==> src/rtl/stxr_pkg.sv <==
// Package for the scaled text rasterizer: types, constants and the 5x7 font.
// Used by every module of the block; depends on nothing.
`default_nettype none

package stxr_pkg;

    // Geometry and limits
    localparam int MAX_SCALE     = 63;
    localparam int SURFACE_LIMIT = 4096;
    localparam int GLYPH_COLS    = 5;
    localparam int GLYPH_ROWS    = 7;
    localparam int GLYPH_BITS    = GLYPH_COLS * GLYPH_ROWS;
    localparam int ADVANCE_CELLS = 6;

    // Job queue between front and back
    localparam int QUEUE_DEPTH = 2;
    localparam int QPTR_W      = $clog2(QUEUE_DEPTH);
    localparam int QCNT_W      = $clog2(QUEUE_DEPTH + 1);

    // Configuration register indexes
    typedef logic [0:0] reg_index_t;
    localparam reg_index_t REG_SURFACE_WIDTH  = 1'b0;
    localparam reg_index_t REG_SURFACE_HEIGHT = 1'b1;

    // Character codes with special handling
    localparam logic [7:0] CHAR_SPACE   = 8'h20;
    localparam logic [7:0] CHAR_LOWER_A = 8'h61;
    localparam logic [7:0] CHAR_LOWER_Z = 8'h7A;
    localparam logic [7:0] CASE_OFFSET  = 8'h20;

    // Clamped surface size, shared by front and back
    typedef struct packed {
        logic [12:0] width;
        logic [12:0] height;
    } surface_t;

    // One character worth of drawing work; mask bit (row*5 + col) is a square to emit
    typedef struct packed {
        logic [16:0]           x;
        logic [15:0]           y;
        logic [5:0]            scale;
        logic [7:0]            color;
        logic [GLYPH_BITS-1:0] mask;
    } job_t;

    // Output word payload, x in the low bits
    typedef struct packed {
        logic [7:0]  color;
        logic [5:0]  height;
        logic [5:0]  width;
        logic [11:0] y;
        logic [11:0] x;
    } rect_t;

    typedef enum logic {
        BK_IDLE,
        BK_SCAN
    } back_state_t;

    // Glyph rows, row 0 in the top five bits, bit 4 of a row is the left column
    function automatic logic [GLYPH_BITS-1:0] glyph_rows(input logic [7:0] code);
        logic [7:0]            folded;
        logic [GLYPH_BITS-1:0] rows;
        if (code >= CHAR_LOWER_A && code <= CHAR_LOWER_Z) begin
            folded = code - CASE_OFFSET;
        end else begin
            folded = code;
        end
        unique case (folded)
            8'h30: rows = {5'h0E, 5'h11, 5'h13, 5'h15, 5'h19, 5'h11, 5'h0E};
            8'h31: rows = {5'h04, 5'h0C, 5'h04, 5'h04, 5'h04, 5'h04, 5'h0E};
            8'h32: rows = {5'h0E, 5'h11, 5'h01, 5'h02, 5'h04, 5'h08, 5'h1F};
            8'h33: rows = {5'h1E, 5'h01, 5'h01, 5'h0E, 5'h01, 5'h01, 5'h1E};
            8'h34: rows = {5'h02, 5'h06, 5'h0A, 5'h12, 5'h1F, 5'h02, 5'h02};
            8'h35: rows = {5'h1F, 5'h10, 5'h10, 5'h1E, 5'h01, 5'h01, 5'h1E};
            8'h36: rows = {5'h0E, 5'h10, 5'h10, 5'h1E, 5'h11, 5'h11, 5'h0E};
            8'h37: rows = {5'h1F, 5'h01, 5'h02, 5'h04, 5'h08, 5'h08, 5'h08};
            8'h38: rows = {5'h0E, 5'h11, 5'h11, 5'h0E, 5'h11, 5'h11, 5'h0E};
            8'h39: rows = {5'h0E, 5'h11, 5'h11, 5'h0F, 5'h01, 5'h01, 5'h0E};
            8'h41: rows = {5'h0E, 5'h11, 5'h11, 5'h1F, 5'h11, 5'h11, 5'h11};
            8'h42: rows = {5'h1E, 5'h11, 5'h11, 5'h1E, 5'h11, 5'h11, 5'h1E};
            8'h43: rows = {5'h0F, 5'h10, 5'h10, 5'h10, 5'h10, 5'h10, 5'h0F};
            8'h44: rows = {5'h1E, 5'h11, 5'h11, 5'h11, 5'h11, 5'h11, 5'h1E};
            8'h45: rows = {5'h1F, 5'h10, 5'h10, 5'h1E, 5'h10, 5'h10, 5'h1F};
            8'h46: rows = {5'h1F, 5'h10, 5'h10, 5'h1E, 5'h10, 5'h10, 5'h10};
            8'h47: rows = {5'h0F, 5'h10, 5'h10, 5'h17, 5'h11, 5'h11, 5'h0F};
            8'h48: rows = {5'h11, 5'h11, 5'h11, 5'h1F, 5'h11, 5'h11, 5'h11};
            8'h49: rows = {5'h0E, 5'h04, 5'h04, 5'h04, 5'h04, 5'h04, 5'h0E};
            8'h4A: rows = {5'h01, 5'h01, 5'h01, 5'h01, 5'h11, 5'h11, 5'h0E};
            8'h4B: rows = {5'h11, 5'h12, 5'h14, 5'h18, 5'h14, 5'h12, 5'h11};
            8'h4C: rows = {5'h10, 5'h10, 5'h10, 5'h10, 5'h10, 5'h10, 5'h1F};
            8'h4D: rows = {5'h11, 5'h1B, 5'h15, 5'h15, 5'h11, 5'h11, 5'h11};
            8'h4E: rows = {5'h11, 5'h19, 5'h15, 5'h13, 5'h11, 5'h11, 5'h11};
            8'h4F: rows = {5'h0E, 5'h11, 5'h11, 5'h11, 5'h11, 5'h11, 5'h0E};
            8'h50: rows = {5'h1E, 5'h11, 5'h11, 5'h1E, 5'h10, 5'h10, 5'h10};
            8'h51: rows = {5'h0E, 5'h11, 5'h11, 5'h11, 5'h15, 5'h12, 5'h0D};
            8'h52: rows = {5'h1E, 5'h11, 5'h11, 5'h1E, 5'h14, 5'h12, 5'h11};
            8'h53: rows = {5'h0F, 5'h10, 5'h10, 5'h0E, 5'h01, 5'h01, 5'h1E};
            8'h54: rows = {5'h1F, 5'h04, 5'h04, 5'h04, 5'h04, 5'h04, 5'h04};
            8'h55: rows = {5'h11, 5'h11, 5'h11, 5'h11, 5'h11, 5'h11, 5'h0E};
            8'h56: rows = {5'h11, 5'h11, 5'h11, 5'h11, 5'h11, 5'h0A, 5'h04};
            8'h57: rows = {5'h11, 5'h11, 5'h11, 5'h15, 5'h15, 5'h15, 5'h0A};
            8'h58: rows = {5'h11, 5'h11, 5'h0A, 5'h04, 5'h0A, 5'h11, 5'h11};
            8'h59: rows = {5'h11, 5'h11, 5'h0A, 5'h04, 5'h04, 5'h04, 5'h04};
            8'h5A: rows = {5'h1F, 5'h01, 5'h02, 5'h04, 5'h08, 5'h10, 5'h1F};
            8'h2E: rows = {5'h00, 5'h00, 5'h00, 5'h00, 5'h00, 5'h0C, 5'h0C};
            8'h2C: rows = {5'h00, 5'h00, 5'h00, 5'h00, 5'h0C, 5'h04, 5'h08};
            8'h3A: rows = {5'h00, 5'h0C, 5'h0C, 5'h00, 5'h0C, 5'h0C, 5'h00};
            8'h3B: rows = {5'h00, 5'h0C, 5'h0C, 5'h00, 5'h0C, 5'h04, 5'h08};
            8'h2D: rows = {5'h00, 5'h00, 5'h00, 5'h1F, 5'h00, 5'h00, 5'h00};
            8'h5F: rows = {5'h00, 5'h00, 5'h00, 5'h00, 5'h00, 5'h00, 5'h1F};
            8'h2B: rows = {5'h00, 5'h04, 5'h04, 5'h1F, 5'h04, 5'h04, 5'h00};
            8'h3D: rows = {5'h00, 5'h00, 5'h1F, 5'h00, 5'h1F, 5'h00, 5'h00};
            8'h2F: rows = {5'h01, 5'h02, 5'h02, 5'h04, 5'h08, 5'h08, 5'h10};
            8'h5C: rows = {5'h10, 5'h08, 5'h08, 5'h04, 5'h02, 5'h02, 5'h01};
            8'h28: rows = {5'h02, 5'h04, 5'h08, 5'h08, 5'h08, 5'h04, 5'h02};
            8'h29: rows = {5'h08, 5'h04, 5'h02, 5'h02, 5'h02, 5'h04, 5'h08};
            8'h5B: rows = {5'h0E, 5'h08, 5'h08, 5'h08, 5'h08, 5'h08, 5'h0E};
            8'h5D: rows = {5'h0E, 5'h02, 5'h02, 5'h02, 5'h02, 5'h02, 5'h0E};
            8'h3C: rows = {5'h02, 5'h04, 5'h08, 5'h10, 5'h08, 5'h04, 5'h02};
            8'h3E: rows = {5'h08, 5'h04, 5'h02, 5'h01, 5'h02, 5'h04, 5'h08};
            8'h21: rows = {5'h04, 5'h04, 5'h04, 5'h04, 5'h04, 5'h00, 5'h04};
            8'h3F: rows = {5'h0E, 5'h11, 5'h01, 5'h02, 5'h04, 5'h00, 5'h04};
            8'h23: rows = {5'h0A, 5'h0A, 5'h1F, 5'h0A, 5'h1F, 5'h0A, 5'h0A};
            8'h2A: rows = {5'h00, 5'h0A, 5'h04, 5'h1F, 5'h04, 5'h0A, 5'h00};
            8'h40: rows = {5'h0E, 5'h11, 5'h17, 5'h15, 5'h17, 5'h10, 5'h0E};
            8'h25: rows = {5'h19, 5'h19, 5'h02, 5'h04, 5'h08, 5'h13, 5'h13};
            8'h26: rows = {5'h0C, 5'h12, 5'h14, 5'h08, 5'h15, 5'h12, 5'h0D};
            8'h7C: rows = {5'h04, 5'h04, 5'h04, 5'h04, 5'h04, 5'h04, 5'h04};
            8'h27: rows = {5'h04, 5'h04, 5'h08, 5'h00, 5'h00, 5'h00, 5'h00};
            8'h22: rows = {5'h0A, 5'h0A, 5'h14, 5'h00, 5'h00, 5'h00, 5'h00};
            CHAR_SPACE: rows = '0;
            // anything outside the font draws a hollow box
            default: rows = {5'h1F, 5'h11, 5'h11, 5'h11, 5'h11, 5'h11, 5'h1F};
        endcase
        return rows;
    endfunction

    // Reorder the glyph into scan order: bit (row*5 + col), col 0 at the left
    function automatic logic [GLYPH_BITS-1:0] glyph_mask(input logic [7:0] code);
        logic [GLYPH_BITS-1:0] rows;
        logic [GLYPH_BITS-1:0] mask;
        rows = glyph_rows(code);
        mask = '0;
        for (int r = 0; r < GLYPH_ROWS; r++) begin
            for (int c = 0; c < GLYPH_COLS; c++) begin
                mask[r * GLYPH_COLS + c] =
                    rows[(GLYPH_ROWS - 1 - r) * GLYPH_COLS + (GLYPH_COLS - 1 - c)];
            end
        end
        return mask;
    endfunction

endpackage

`default_nettype wire

==> src/rtl/stxr_front.sv <==
// Front end: takes characters, tracks the string cursor and builds clipped glyph masks.
// Depends on stxr_pkg; feeds jobs into stxr_queue.
`default_nettype none

module stxr_front (
    input  wire                   aclk,
    input  wire                   aresetn,
    input  wire                   s_tvalid,
    output logic                  s_tready,
    input  wire  [55:0]           s_tdata,   // start_x, start_y, scale, color, character
    input  wire  [0:0]            s_tuser,   // first
    input  stxr_pkg::surface_t    surface,
    input  wire                   q_ready,
    output logic                  q_push,
    output stxr_pkg::job_t        q_job
);
    import stxr_pkg::*;

    logic [16:0] cursor_reg, cursor_next;
    logic [15:0] line_y_reg, line_y_next;
    logic [5:0]  scale_reg, scale_next;
    logic [7:0]  color_reg, color_next;
    logic        stopped_reg, stopped_next;

    logic [15:0] in_start_x, in_start_y;
    logic [5:0]  in_scale, sat_scale;
    logic [7:0]  in_color, in_char;
    logic        accept;

    logic [16:0] cx_eff, cursor_adv;
    logic [15:0] ly_eff;
    logic [5:0]  s_eff;
    logic [7:0]  c_eff;
    logic        stop_eff;

    logic [GLYPH_COLS-1:0] col_vis;
    logic [GLYPH_ROWS-1:0] row_vis;
    logic [GLYPH_BITS-1:0] vis_mask, draw_mask;

    // Input word unpacking
    assign in_start_x = s_tdata[15:0];
    assign in_start_y = s_tdata[31:16];
    assign in_scale   = s_tdata[37:32];
    assign in_color   = s_tdata[45:38];
    assign in_char    = s_tdata[53:46];
    assign sat_scale  = (in_scale > 6'(MAX_SCALE)) ? 6'(MAX_SCALE) : in_scale;

    assign s_tready = q_ready;
    assign accept   = s_tvalid & s_tready;

    // String state seen by this character
    always_comb begin
        if (s_tuser[0]) begin
            cx_eff   = {1'b0, in_start_x};
            ly_eff   = in_start_y;
            s_eff    = sat_scale;
            c_eff    = in_color;
            stop_eff = (sat_scale == '0);
        end else begin
            cx_eff   = cursor_reg;
            ly_eff   = line_y_reg;
            s_eff    = scale_reg;
            c_eff    = color_reg;
            stop_eff = stopped_reg;
        end
    end

    // Visible columns and rows form prefixes; build the clip mask from them
    always_comb begin
        for (int c = 0; c < GLYPH_COLS; c++) begin
            col_vis[c] = (18'(cx_eff) + 18'(s_eff) * 18'(c)) < 18'(surface.width);
        end
        for (int r = 0; r < GLYPH_ROWS; r++) begin
            row_vis[r] = (17'(ly_eff) + 17'(s_eff) * 17'(r)) < 17'(surface.height);
        end
        for (int r = 0; r < GLYPH_ROWS; r++) begin
            for (int c = 0; c < GLYPH_COLS; c++) begin
                vis_mask[r * GLYPH_COLS + c] = row_vis[r] & col_vis[c];
            end
        end
    end

    assign draw_mask  = glyph_mask(in_char) & vis_mask;
    assign cursor_adv = cx_eff + 17'(s_eff) * 17'(ADVANCE_CELLS);

    // Only characters with at least one square go to the back end
    assign q_push      = accept & ~stop_eff & (|draw_mask);
    assign q_job.x     = cx_eff;
    assign q_job.y     = ly_eff;
    assign q_job.scale = s_eff;
    assign q_job.color = c_eff;
    assign q_job.mask  = draw_mask;

    // Cursor advance and stop decision
    always_comb begin
        cursor_next  = cursor_reg;
        line_y_next  = line_y_reg;
        scale_next   = scale_reg;
        color_next   = color_reg;
        stopped_next = stopped_reg;
        if (accept) begin
            line_y_next = ly_eff;
            scale_next  = s_eff;
            color_next  = c_eff;
            if (stop_eff) begin
                cursor_next  = cx_eff;
                stopped_next = 1'b1;
            end else begin
                cursor_next  = cursor_adv;
                stopped_next = (cursor_adv >= 17'(surface.width));
            end
        end
    end

    always_ff @(posedge aclk) begin
        if (!aresetn) begin
            cursor_reg  <= '0;
            line_y_reg  <= '0;
            scale_reg   <= '0;
            color_reg   <= '0;
            stopped_reg <= 1'b1;
        end else begin
            cursor_reg  <= cursor_next;
            line_y_reg  <= line_y_next;
            scale_reg   <= scale_next;
            color_reg   <= color_next;
            stopped_reg <= stopped_next;
        end
    end

endmodule

`default_nettype wire

==> src/rtl/stxr_queue.sv <==
// Short job queue between the front end and the square generator.
// Depends on stxr_pkg for the job type and depth.
`default_nettype none

module stxr_queue (
    input  wire                aclk,
    input  wire                aresetn,
    input  wire                push,
    input  stxr_pkg::job_t     push_job,
    output logic               ready,
    input  wire                pop,
    output logic               valid,
    output stxr_pkg::job_t     pop_job
);
    import stxr_pkg::*;

    job_t              mem_reg [QUEUE_DEPTH];
    logic [QPTR_W-1:0] wr_ptr_reg, wr_ptr_next;
    logic [QPTR_W-1:0] rd_ptr_reg, rd_ptr_next;
    logic [QCNT_W-1:0] count_reg, count_next;
    logic              do_push, do_pop;

    assign ready   = (count_reg != QCNT_W'(QUEUE_DEPTH));
    assign valid   = (count_reg != '0);
    assign pop_job = mem_reg[rd_ptr_reg];
    assign do_push = push & ready;
    assign do_pop  = pop & valid;

    // Pointer and fill level
    always_comb begin
        wr_ptr_next = do_push ? wr_ptr_reg + 1'b1 : wr_ptr_reg;
        rd_ptr_next = do_pop ? rd_ptr_reg + 1'b1 : rd_ptr_reg;
        count_next  = count_reg;
        if (do_push && !do_pop) begin
            count_next = count_reg + 1'b1;
        end else if (!do_push && do_pop) begin
            count_next = count_reg - 1'b1;
        end
    end

    always_ff @(posedge aclk) begin
        if (!aresetn) begin
            wr_ptr_reg <= '0;
            rd_ptr_reg <= '0;
            count_reg  <= '0;
        end else begin
            wr_ptr_reg <= wr_ptr_next;
            rd_ptr_reg <= rd_ptr_next;
            count_reg  <= count_next;
        end
    end

    // Storage
    always_ff @(posedge aclk) begin
        if (do_push) begin
            mem_reg[wr_ptr_reg] <= push_job;
        end
    end

endmodule

`default_nettype wire

==> src/rtl/stxr_back.sv <==
// Square generator: walks a job's glyph mask and emits one trimmed square per set bit.
// Depends on stxr_pkg; takes jobs from stxr_queue and drives the result channel.
`default_nettype none

module stxr_back (
    input  wire                 aclk,
    input  wire                 aresetn,
    input  stxr_pkg::surface_t  surface,
    input  wire                 q_valid,
    input  stxr_pkg::job_t      q_job,
    output logic                q_pop,
    output logic                m_tvalid,
    input  wire                 m_tready,
    output logic [47:0]         m_tdata,   // rect_x, rect_y, rect_width, rect_height,
                                           // fill_color
    output logic                m_tlast    // last
);
    import stxr_pkg::*;

    back_state_t           state_reg, state_next;
    logic [16:0]           base_x_reg, base_x_next;
    logic [17:0]           x_acc_reg, x_acc_next;
    logic [16:0]           y_acc_reg, y_acc_next;
    logic [5:0]            scale_reg, scale_next;
    logic [7:0]            color_reg, color_next;
    logic [GLYPH_BITS-1:0] mask_reg, mask_next;
    logic [2:0]            col_reg, col_next;

    rect_t                 out_reg, out_next;
    logic                  last_reg, last_next;
    logic                  m_tvalid_reg, m_tvalid_next;

    logic                  out_free, cur_bit, step;
    logic [12:0]           room_x, room_y;

    assign m_tvalid = m_tvalid_reg;
    assign m_tdata  = {4'b0, out_reg};
    assign m_tlast  = last_reg;

    assign out_free = ~m_tvalid_reg | m_tready;
    assign cur_bit  = mask_reg[0];
    assign step     = (state_reg == BK_SCAN) && (!cur_bit || out_free);
    assign q_pop    = (state_reg == BK_IDLE) && q_valid;

    // Space left to the right and bottom edges; only read for visible squares
    assign room_x = surface.width - x_acc_reg[12:0];
    assign room_y = surface.height - y_acc_reg[12:0];

    // Scan one glyph position per cycle, stall while a square waits on the output
    always_comb begin
        state_next    = state_reg;
        base_x_next   = base_x_reg;
        x_acc_next    = x_acc_reg;
        y_acc_next    = y_acc_reg;
        scale_next    = scale_reg;
        color_next    = color_reg;
        mask_next     = mask_reg;
        col_next      = col_reg;
        out_next      = out_reg;
        last_next     = last_reg;
        m_tvalid_next = m_tvalid_reg & ~m_tready;

        unique case (state_reg)
            BK_IDLE: begin
                if (q_valid) begin
                    base_x_next = q_job.x;
                    x_acc_next  = 18'(q_job.x);
                    y_acc_next  = 17'(q_job.y);
                    scale_next  = q_job.scale;
                    color_next  = q_job.color;
                    mask_next   = q_job.mask;
                    col_next    = '0;
                    state_next  = BK_SCAN;
                end
            end
            BK_SCAN: begin
                if (step) begin
                    if (cur_bit) begin
                        out_next.x      = x_acc_reg[11:0];
                        out_next.y      = y_acc_reg[11:0];
                        out_next.width  = (room_x < 13'(scale_reg)) ? room_x[5:0] : scale_reg;
                        out_next.height = (room_y < 13'(scale_reg)) ? room_y[5:0] : scale_reg;
                        out_next.color  = color_reg;
                        last_next       = (mask_reg[GLYPH_BITS-1:1] == '0);
                        m_tvalid_next   = 1'b1;
                    end
                    mask_next = {1'b0, mask_reg[GLYPH_BITS-1:1]};
                    if (col_reg == 3'(GLYPH_COLS - 1)) begin
                        col_next   = '0;
                        x_acc_next = 18'(base_x_reg);
                        y_acc_next = y_acc_reg + 17'(scale_reg);
                    end else begin
                        col_next   = col_reg + 1'b1;
                        x_acc_next = x_acc_reg + 18'(scale_reg);
                    end
                    if (mask_reg[GLYPH_BITS-1:1] == '0) begin
                        state_next = BK_IDLE;
                    end
                end
            end
            default: state_next = BK_IDLE;
        endcase
    end

    always_ff @(posedge aclk) begin
        if (!aresetn) begin
            state_reg    <= BK_IDLE;
            m_tvalid_reg <= 1'b0;
        end else begin
            state_reg    <= state_next;
            m_tvalid_reg <= m_tvalid_next;
        end
    end

    // Job and output payload
    always_ff @(posedge aclk) begin
        base_x_reg <= base_x_next;
        x_acc_reg  <= x_acc_next;
        y_acc_reg  <= y_acc_next;
        scale_reg  <= scale_next;
        color_reg  <= color_next;
        mask_reg   <= mask_next;
        col_reg    <= col_next;
        out_reg    <= out_next;
        last_reg   <= last_next;
    end

`ifndef SYNTHESIS
    // A scan never runs on an empty mask
    a_scan_has_work: assert property (@(posedge aclk) disable iff (!aresetn)
        state_reg == BK_SCAN |-> mask_reg != '0)
        else $error("scan active with empty mask");

    // Emitted squares are never empty
    a_nonzero_square: assert property (@(posedge aclk) disable iff (!aresetn)
        m_tvalid_reg |-> (out_reg.width != '0) && (out_reg.height != '0))
        else $error("zero sized square emitted");

    // Emitted squares start inside the surface
    a_inside_surface: assert property (@(posedge aclk) disable iff (!aresetn)
        m_tvalid_reg |-> (13'(out_reg.x) < surface.width) && (13'(out_reg.y) < surface.height))
        else $error("square starts outside the surface");

    // A job is only taken while the scanner is idle, and taking one starts a scan
    a_pop_only_idle: assert property (@(posedge aclk) disable iff (!aresetn)
        q_pop |=> state_reg == BK_SCAN)
        else $error("job taken without starting a scan");
`endif

endmodule

`default_nettype wire

==> src/rtl/scaled_text_rasterizer.sv <==
// Scaled text rasterizer, 5x7 font: each character in becomes up to 35 clipped squares out.
// A character passes through the front end and is queued (two deep); the square generator
// then loads it from its idle state and scans one glyph position per cycle, stalling while
// a square waits on the output, up to its last visible lit pixel. Characters that draw
// nothing (space, stopped string, fully clipped) are dropped by the front end and never
// queued. Squares of one character arrive in row order, left to right, with tlast on the
// final one. Surface width and height are written over the configuration channel (index 0
// and 1); the user must do so only while the block is idle, which the block does not enforce.
// Values above 4096 act as 4096. Depends on stxr_pkg, stxr_front, stxr_queue and stxr_back.
`default_nettype none

module scaled_text_rasterizer (
    input  wire                        aclk,
    input  wire                        aresetn,
    // character input
    input  wire                        s_tvalid,
    output logic                       s_tready,
    input  wire  [55:0]                s_tdata,   // start_x, start_y, scale, color, character
    input  wire  [0:0]                 s_tuser,   // first
    // square output
    output logic                       m_tvalid,
    input  wire                        m_tready,
    output logic [47:0]                m_tdata,   // rect_x, rect_y, rect_width, rect_height,
                                                  // fill_color
    output logic                       m_tlast,   // last
    // configuration writes
    input  wire                        cfg_valid,
    output logic                       cfg_ready,
    input  wire  [0:0]                 cfg_index,
    input  wire  [12:0]                cfg_data
);
    import stxr_pkg::*;

    logic [12:0] width_reg, width_next;
    logic [12:0] height_reg, height_next;
    surface_t    surface;
    logic        q_push, q_ready, q_pop, q_valid;
    job_t        push_job, pop_job;

    assign cfg_ready = 1'b1;

    // Register writes
    always_comb begin
        width_next  = width_reg;
        height_next = height_reg;
        if (cfg_valid && cfg_ready) begin
            unique case (cfg_index)
                REG_SURFACE_WIDTH:  width_next  = cfg_data;
                REG_SURFACE_HEIGHT: height_next = cfg_data;
                default: ;
            endcase
        end
    end

    always_ff @(posedge aclk) begin
        if (!aresetn) begin
            width_reg  <= 13'd640;
            height_reg <= 13'd480;
        end else begin
            width_reg  <= width_next;
            height_reg <= height_next;
        end
    end

    // Clamp to the largest supported surface
    assign surface.width  = (width_reg > 13'(SURFACE_LIMIT)) ? 13'(SURFACE_LIMIT) : width_reg;
    assign surface.height = (height_reg > 13'(SURFACE_LIMIT)) ? 13'(SURFACE_LIMIT) : height_reg;

    stxr_front u_front (
        .aclk     (aclk),
        .aresetn  (aresetn),
        .s_tvalid (s_tvalid),
        .s_tready (s_tready),
        .s_tdata  (s_tdata),
        .s_tuser  (s_tuser),
        .surface  (surface),
        .q_ready  (q_ready),
        .q_push   (q_push),
        .q_job    (push_job)
    );

    stxr_queue u_queue (
        .aclk     (aclk),
        .aresetn  (aresetn),
        .push     (q_push),
        .push_job (push_job),
        .ready    (q_ready),
        .pop      (q_pop),
        .valid    (q_valid),
        .pop_job  (pop_job)
    );

    stxr_back u_back (
        .aclk     (aclk),
        .aresetn  (aresetn),
        .surface  (surface),
        .q_valid  (q_valid),
        .q_job    (pop_job),
        .q_pop    (q_pop),
        .m_tvalid (m_tvalid),
        .m_tready (m_tready),
        .m_tdata  (m_tdata),
        .m_tlast  (m_tlast)
    );

endmodule

`default_nettype wire
==> config.mk <==
export PLATFORM = sky130hd
export DESIGN_NAME = scaled_text_rasterizer
export DESIGN_NICKNAME = d
export VERILOG_FILES = /design/src/rtl/stxr_pkg.sv /design/src/rtl/stxr_front.sv /design/src/rtl/stxr_queue.sv /design/src/rtl/stxr_back.sv /design/src/rtl/scaled_text_rasterizer.sv
export SDC_FILE = /design/constraint.sdc
export NUM_CORES = 1
export LEC_CHECK = 0
export ABC_CLOCK_PERIOD_IN_PS = 20800
export BUFFER_PORTS_ARGS = -buffer_cell sky130_fd_sc_hd__buf_2
export CAP_MARGIN = 20
export CORE_MARGIN = 2
export CORE_UTILIZATION = 55
export CTS_CLUSTER_DIAMETER = 50
export DETAILED_ROUTE_END_ITERATION = 12
export GPL_TIMING_DRIVEN = 1
export HOLD_SLACK_MARGIN = 0.02
export PLACE_DENSITY = 0.72
export RECOVER_POWER = 100
export SLEW_MARGIN = 25
export SYNTH_ARGS = -nofsm -noshare
export SYNTH_HDL_FRONTEND = slang
export SYNTH_MEMORY_MAX_BITS = 65536
export SYNTH_SLANG_ARGS = --single-unit
export TNS_END_PERCENT = 30
==> constraint.sdc <==
create_clock -name aclk -period 20.8 [get_ports aclk]
set_input_delay 6.24 -clock aclk [delete_from_list [all_inputs] [get_ports aclk]]
set_output_delay 6.24 -clock aclk [all_outputs]
set_load 0.03 [all_outputs]
==> results of run 1 <==
cells in the final DEF (no fill, tap or decap), drive strengths merged, types with 12 or more instances in the layout:
master   instances
nand2          319
ha             301
edfxtp         286
a21oi          228
nor2           200
o21ai          180
inv            173
xnor2          130
clkbuf         124
mux2i           91
buf             91
dfxtp           81
a21o            73
nand3           68
mux2            62
nor3            51
a211oi          49
nor2b           45
nand2b          34
fa              31
xor2            30
nand4           28
o211ai          28
o21a            27
nor4            26
and3            21
a31oi           20
o31ai           18
and2            16
or2             15
o22ai           15
clkinv          15
a2111oi         13
a21boi          13
nand3b          13
a311oi          12
metal layers:
| metal | vias to the layer above | routed length, µm | track usage |
|---|---|---|---|
| met5 | - | 0 | 0 |
| met3 | 191 | 5800 | 0.0386 |
| met2 | 951 | 42000 | 0.551 |
| met1 | 11500 | 36400 | 0.426 |
| li1 | 11200 | - | - |
| met4 | 0 | 3200 | 0.120 |
worst reg2reg max path, delay by kind of cell, from the launching register on:
| family | cells | cell delay [ps] |
|---|---|---|
| buf+inv | 5 | 2720 |
| compound gates | 8 | 1960 |
| simple gates | 4 | 1950 |
| fa+ha+maj | 4 | 1460 |
| flops | 1 | 330 |
| xor+xnor | 1 | 150 |
| mux | 1 | 70 |
cell type report:
| cell class | instances | area (µm²) |
|---|---|---|
| fill | 4357 | 19700 |
| multi-input combinational | 2318 | 16700 |
| sequential | 367 | 10200 |
| clock buffer | 57 | 1170 |
| tap | 672 | 841 |
| timing repair buffer | 158 | 761 |
| inverter | 170 | 638 |
| clock inverter | 23 | 293 |
kinds of logic after synthesis:
group | synth area share
AND/OR/NAND/NOR | 0.149
AO/OA/AOI/OAI | 0.182
flip-flops | 0.363
adder cells (fa/ha/maj) | 0.156
buffers and inverters | 0.0414
XOR/XNOR | 0.0498
multiplexers | 0.0595
other | 0.000267
power breakdown:
group	switching [mW]	internal [mW]	total, mW	leakage [nW]
clock network	0.310	0.454	0.764	0.712
registers	0.119	1.04	1.16	3.35
logic	0.975	0.610	1.58	8.41
metrics by stage:
step | instances | worst slack [ps] | instance area [µm²]
2_1_floorplan | 2974 | 1910 | 28100
3_3_place_gp | 3684 | 6220 | 29400
3_5_place_dp | 3684 | 6080 | 29400
4_1_cts | 3764 | 6650 | 30800
5_1_grt | 3765 | 3640 | 30600
6_report | 3765 | 4370 | 30600
worst paths after layout:
path                                     startpoint                               end  slack, ps  cells after the start
hold / removal        u_back.color_reg[4]$_DFFE_PP_      u_back.m_tdata[40]$_DFFE_PP_        420                      0
setup / recovery                            s_tuser  u_queue.mem_reg[1][50]$_DFFE_PP_       4370                     25
setup reg to reg  u_front.scale_reg[1]$_SDFFE_PN0P_  u_queue.mem_reg[1][50]$_DFFE_PP_      11690                     23
hold reg to reg       u_back.color_reg[4]$_DFFE_PP_      u_back.m_tdata[40]$_DFFE_PP_        420                      0
==> impl_results.md, run 1 <==
- Worst vdd ir: 76.5 µV
- Sink Count: 367
- Count leader, synth: nand2_1
- Layout Nets: 3466
- Std cell rows: 82
- Mapped Cells: 2971
- PostCTS Resize Cnt: 0
- CTS tree: yes
- Remaining Overflow, GRT: 0
- Horiz. Die Dim: 230 µm
- Vias in the first global route: 23800
- CP required: 20990 ps
- CTS Buf Count: 43
- Setup TNS: 0 ps
- Synth top area share: 0.305
- Synth top cells by count: 319 x nand2_1, 301 x ha_1, 286 x edfxtp_1
- Synth Warn #: 0
- Distinct cells, synth: 95
- # hold bufs at CTS: 0
- Clock latency on the worst-skew pair: 580 ps
- MaxCap Viol Count: 12
- CP Class: primary input to register
- DR iter-0 viols: 2019
- Ys flop type: edfxtp_1
- Synth Register Bits: 367
- Register area share after synthesis: 0.363
- RSZ-0062 raised after global routing: no
- Gr usage total: 0.325
- Hpwl dp: 65200 µm
- Fmax: 60.9 MHz
- Max reg flops: 150
- WL final: 87400 µm
- EDFF count, synth: 286
- Max-slew violation count: 390
- Root Buffer: clkbuf_16
- Final ANT Viol Nets: 0
- Top cells by area, synth: edfxtp_1 31%, ha_1 13%, dfxtp_1 5.8%, nand2_1 4.3%, a21oi_1 4.1%
- First-pass GRT wire length: 135000 µm
- Clock Path Buffers: 3
- Wirelength per Cell: 23.2 µm
- Share of layout cells above drive strength 1: 0.0744
- PwrDens: 114 nW/µm²
- Die Span Y: 230 µm
- # port buffers: 120
- Post-layout utilization of the core: 0.608
- CP Launch Type: primary input
- Core area: 50400 µm²
- Largest stage delay, worst path: 1410 ps
- Post CTS Setup Buffer Count: 0
- Die ar.: 53000 µm²
- Crit path DAT: 16620 ps
- CP endpoint kind: register
- Fin Clk Skew: 35.7 ps
- Crit-path leading delay family: buffers and inverters
- Hold crit path type: register to register
- Worst hold slack: 423 ps
- Critical path peak fanout: 62
- Slowest stage cell on the critical path: nor4b_1
- Leak Pwr: 12.5 nW
- Clk slew on worst S/H paths: 60 ps
- Initial Utilization: 0.559
- DR vias/cell: 6.32
- Fin crit share: 0.790
- Buf/Inv on CP: 7
- Relative slew slack: -1.29
- Antenna diode count: 0
- Minimum clock period: 16430 ps
- Failing checks: capacitance limit, slew limit
- Final Hold Fails: 0
- Yosys top cell by area: edfxtp_1
- Area Growth Syn to Fin: 8.90%
- Async SR Flop Fraction: 0
- Total Power: 3.50 mW
- Pre-antenna DRT Iters: 6
- Initial antenna violation count: 0
- Largest net degree at the start of global routing: 76
- Final setup viols: 0
- Remaining DRCs: 0
- Slew @ Worst Pin: 3440 ps
- Status: complete, but fails checks
- Synthesized cell area: 28100 µm²
- GPL Wtd Cong: 1.02
- Vias: 23800
- Top Ports: 128
- Syn_area_per_cell: 9.47 µm²
- H-tree Lvls: 2
(Power assumes the default switching activity.)
==> inputs of run 2 (changes only) <==
Settings changed: ABC_CLOCK_PERIOD_IN_PS 20800 to 15600.
Clock period 20.8 ns to 15.6 ns, I/O delays scaled along.
==> impl_results.md, run 2 (same netlist as run 1, synthesis figures left out) <==
- Status: complete, but fails checks (unchanged)
- Failing checks: capacitance limit, slew limit (unchanged)
- Crit. Startpoint: s_tuser (unchanged)
- Wirelength per Cell: 23.5 µm (was 23.2 µm)
- Crit path DAT: 13680 ps (was 16620 ps)
- Fin crit share: 0.864
- Commonest non-fill, non-tap cell in the layout: nand2_1 (unchanged)
- Largest stage delay, worst path: 1650 ps (was 1410 ps)
- Sink Count: 367 (unchanged)
- Slowest stage cell on the critical path: nor4b_1 (unchanged)
- CP endpoint kind: register (unchanged)
- CP cell instances: clkbuf_1, mux2_1, fa_1, ha_1, a211oi_1, o21ai_0, o21a_1, nand2_1, xnor2_1, ha_1, a21o_1, a21o_1, a21oi_1, nor4b_1, o21ai_0, o2111a_1, nand4_1, nor3_1, nor3b_4, buf_6
- WL final: 88300 µm (was 87400 µm)
- Hold path cells: 0 (unchanged)
- H-tree Lvls: 2 (unchanged)
- Placed cells: 3679 (was 3684)
- Std cell rows: 82 (unchanged)
- Worst hold slack: 424 ps (was 423 ps)
- Crit-path leading delay family: simple AND/OR/NAND/NOR gates (was buffers and inverters)
- PostCTS Resize Cnt: 0 (unchanged)
- CTS tree: yes (unchanged)
- Slew @ Worst Pin: 3140 ps (was 3440 ps)
- CP Class: primary input to register (unchanged)
- Initial Utilization: 0.559 (unchanged)
- Worst vdd ir: 110 µV (was 76.5 µV)
- CP required: 15800 ps (was 20990 ps)
- Setup ws final: 2120 ps (was 4370 ps)
- Final ANT Viol Nets: 0 (unchanged)
- Layout Nets: 3462 (was 3466)
- Relative slew slack: -1.09 (was -1.29)
- Launch point of the worst reg-to-reg path: u_front.scale_reg[2]$_SDFFE_PN0P_ (was u_front.scale_reg[1]$_SDFFE_PN0P_)
- # hold bufs at CTS: 0 (unchanged)
- MaxCap Viol Count: 13 (was 12)
- Antenna diode count: 0 (unchanged)
- Root Buffer: clkbuf_16 (unchanged)
- Most frequent cells in the layout: 319 x nand2_1, 301 x ha_1, 286 x edfxtp_1, 228 x a21oi_1, 198 x nor2_1 (was 319 x nand2_1, 301 x ha_1, 286 x edfxtp_1, 228 x a21oi_1, 199 x nor2_1)
- Clock Path Buffers: 3 (unchanged)
- Largest net degree at the start of global routing: 85 (was 76)
- Clk slew on worst S/H paths: 60 ps (about the same)
- CP Launch Type: primary input (unchanged)
- Share of layout cells above drive strength 1: 0.0751 (was 0.0744)
- Area after DPL: 29400 µm² (about the same)
- Die ar.: 53000 µm² (unchanged)
- Place WS: 3040 ps (was 6080 ps)
- Max reg flops: 150 (unchanged)
- Max-slew violation count: 434 (was 390)
- Final Hold Fails: 0 (unchanged)
- Horiz. Die Dim: 230 µm (unchanged)
- Core area: 50400 µm² (unchanged)
- Remaining Overflow, GRT: 0 (unchanged)
- RSZ-0062 raised after global routing: no (unchanged)
- Post CTS Setup Buffer Count: 0 (unchanged)
- DR iter-0 viols: 1965 (was 2019)
- Hpwl dp: 65800 µm (was 65200 µm)
- Die Span Y: 230 µm (unchanged)
- Remaining DRCs: 0 (unchanged)
- Vias: 23800 (about the same)
- R2R Path End: u_queue.mem_reg[1][54]$_DFFE_PP_ (was u_queue.mem_reg[1][50]$_DFFE_PP_)
- Hold Crit Start: u_back.color_reg[3]$_DFFE_PP_ (was u_back.color_reg[4]$_DFFE_PP_)
- Post-Layout Cell Count: 3761 (was 3765)
- Leak Pwr: 12.5 nW (about the same)
- Vias in the first global route: 23200 (was 23800)
- Final setup viols: 0 (unchanged)
- Top Ports: 128 (unchanged)
- Gr usage total: 0.326 (was 0.325)
- Buf/Inv on CP: 2 (was 7)
- Fin Clk Skew: 20.8 ps (was 35.7 ps)
- # port buffers: 120 (unchanged)
- PwrDens: 153 nW/µm² (was 114 nW/µm²)
- Hold crit path type: register to register (unchanged)
- Initial antenna violation count: 0 (unchanged)
- Post-layout instance area: 30700 µm² (was 30600 µm²)
- CTS Buf Count: 44 (was 43)
- Setup TNS: 0 ps (unchanged)
- Sink of the worst hold path: u_back.m_tdata[39]$_DFFE_PP_ (was u_back.m_tdata[40]$_DFFE_PP_)
- Critical path peak fanout: 75 (was 62)
- Fmax: 74.2 MHz
- Minimum clock period: 13480 ps
- DR vias/cell: 6.33 (was 6.32)
- Worst-case reg-to-reg path depth: 19 (was 23)
- GPL Wtd Cong: 0.958 (was 1.02)
- Pre-antenna DRT Iters: 6 (unchanged)
- Area Growth Syn to Fin: 9.02% (was 8.90%)
- Clock latency on the worst-skew pair: 580 ps (about the same)
- First-pass GRT wire length: 134000 µm (was 135000 µm)
- Reg2Reg Setup Slack: 7440 ps (was 11690 ps)
## run 2: changes by cell type in the layout (fill, tap and decap cells not counted), moves of 2 or more
cell	change
clkbuf_1	-2
clkbuf_8	-2
clkinv_4	-3
clkbuf_16	+4
## run 2: worst max-delay path by stage
stage                                       end  slack [ps]  depth (start not counted)
5_1_grt        u_queue.mem_reg[1][54]$_DFFE_PP_        1850                         21
3_5_place_dp   u_queue.mem_reg[1][47]$_DFFE_PP_        3040                         25
3_3_place_gp   u_queue.mem_reg[1][55]$_DFFE_PP_        3190                         22
4_1_cts        u_queue.mem_reg[1][47]$_DFFE_PP_        3630                         25
2_1_floorplan   u_queue.mem_reg[1][0]$_DFFE_PP_         520                         28
6_report       u_queue.mem_reg[1][54]$_DFFE_PP_        2120                         20
## run 2: layout make-up
cell class                      count  area [µm²]
Inverter                          170         638
Fill cell                        4377       19700
Clock inverter                     20         248
Tap cell                          672         841
Multi-Input combinational cell   2318       16800
Timing Repair Buffer              153         738
Sequential cell                   367       10200
Clock buffer                       61        1250
## run 2: layer usage
metal / track usage / vias to the layer above / wire (µm)
met5: 0 / - / 0
met4: 0.120 / 0 / 3180
met3: 0.0384 / 177 / 5370
met2: 0.556 / 889 / 42400
met1: 0.425 / 11600 / 37300
li1: - / 11100 / -
## run 2: metrics by stage
step	util	power, mW
floorplan	-	3.04
global placement	0.583	3.54
detailed placement	0.583	3.64
CTS	0.612	4.69
global route	0.609	5.01
finish	0.609	4.69
## run 2: report_power, final
part           total, mW  leakage, nW  internal [mW]  switching, mW
logic               2.12         8.40          0.812           1.30
clock network       1.04        0.725          0.619          0.422
registers           1.54         3.35           1.38          0.154
total               4.69         12.5           2.81           1.88
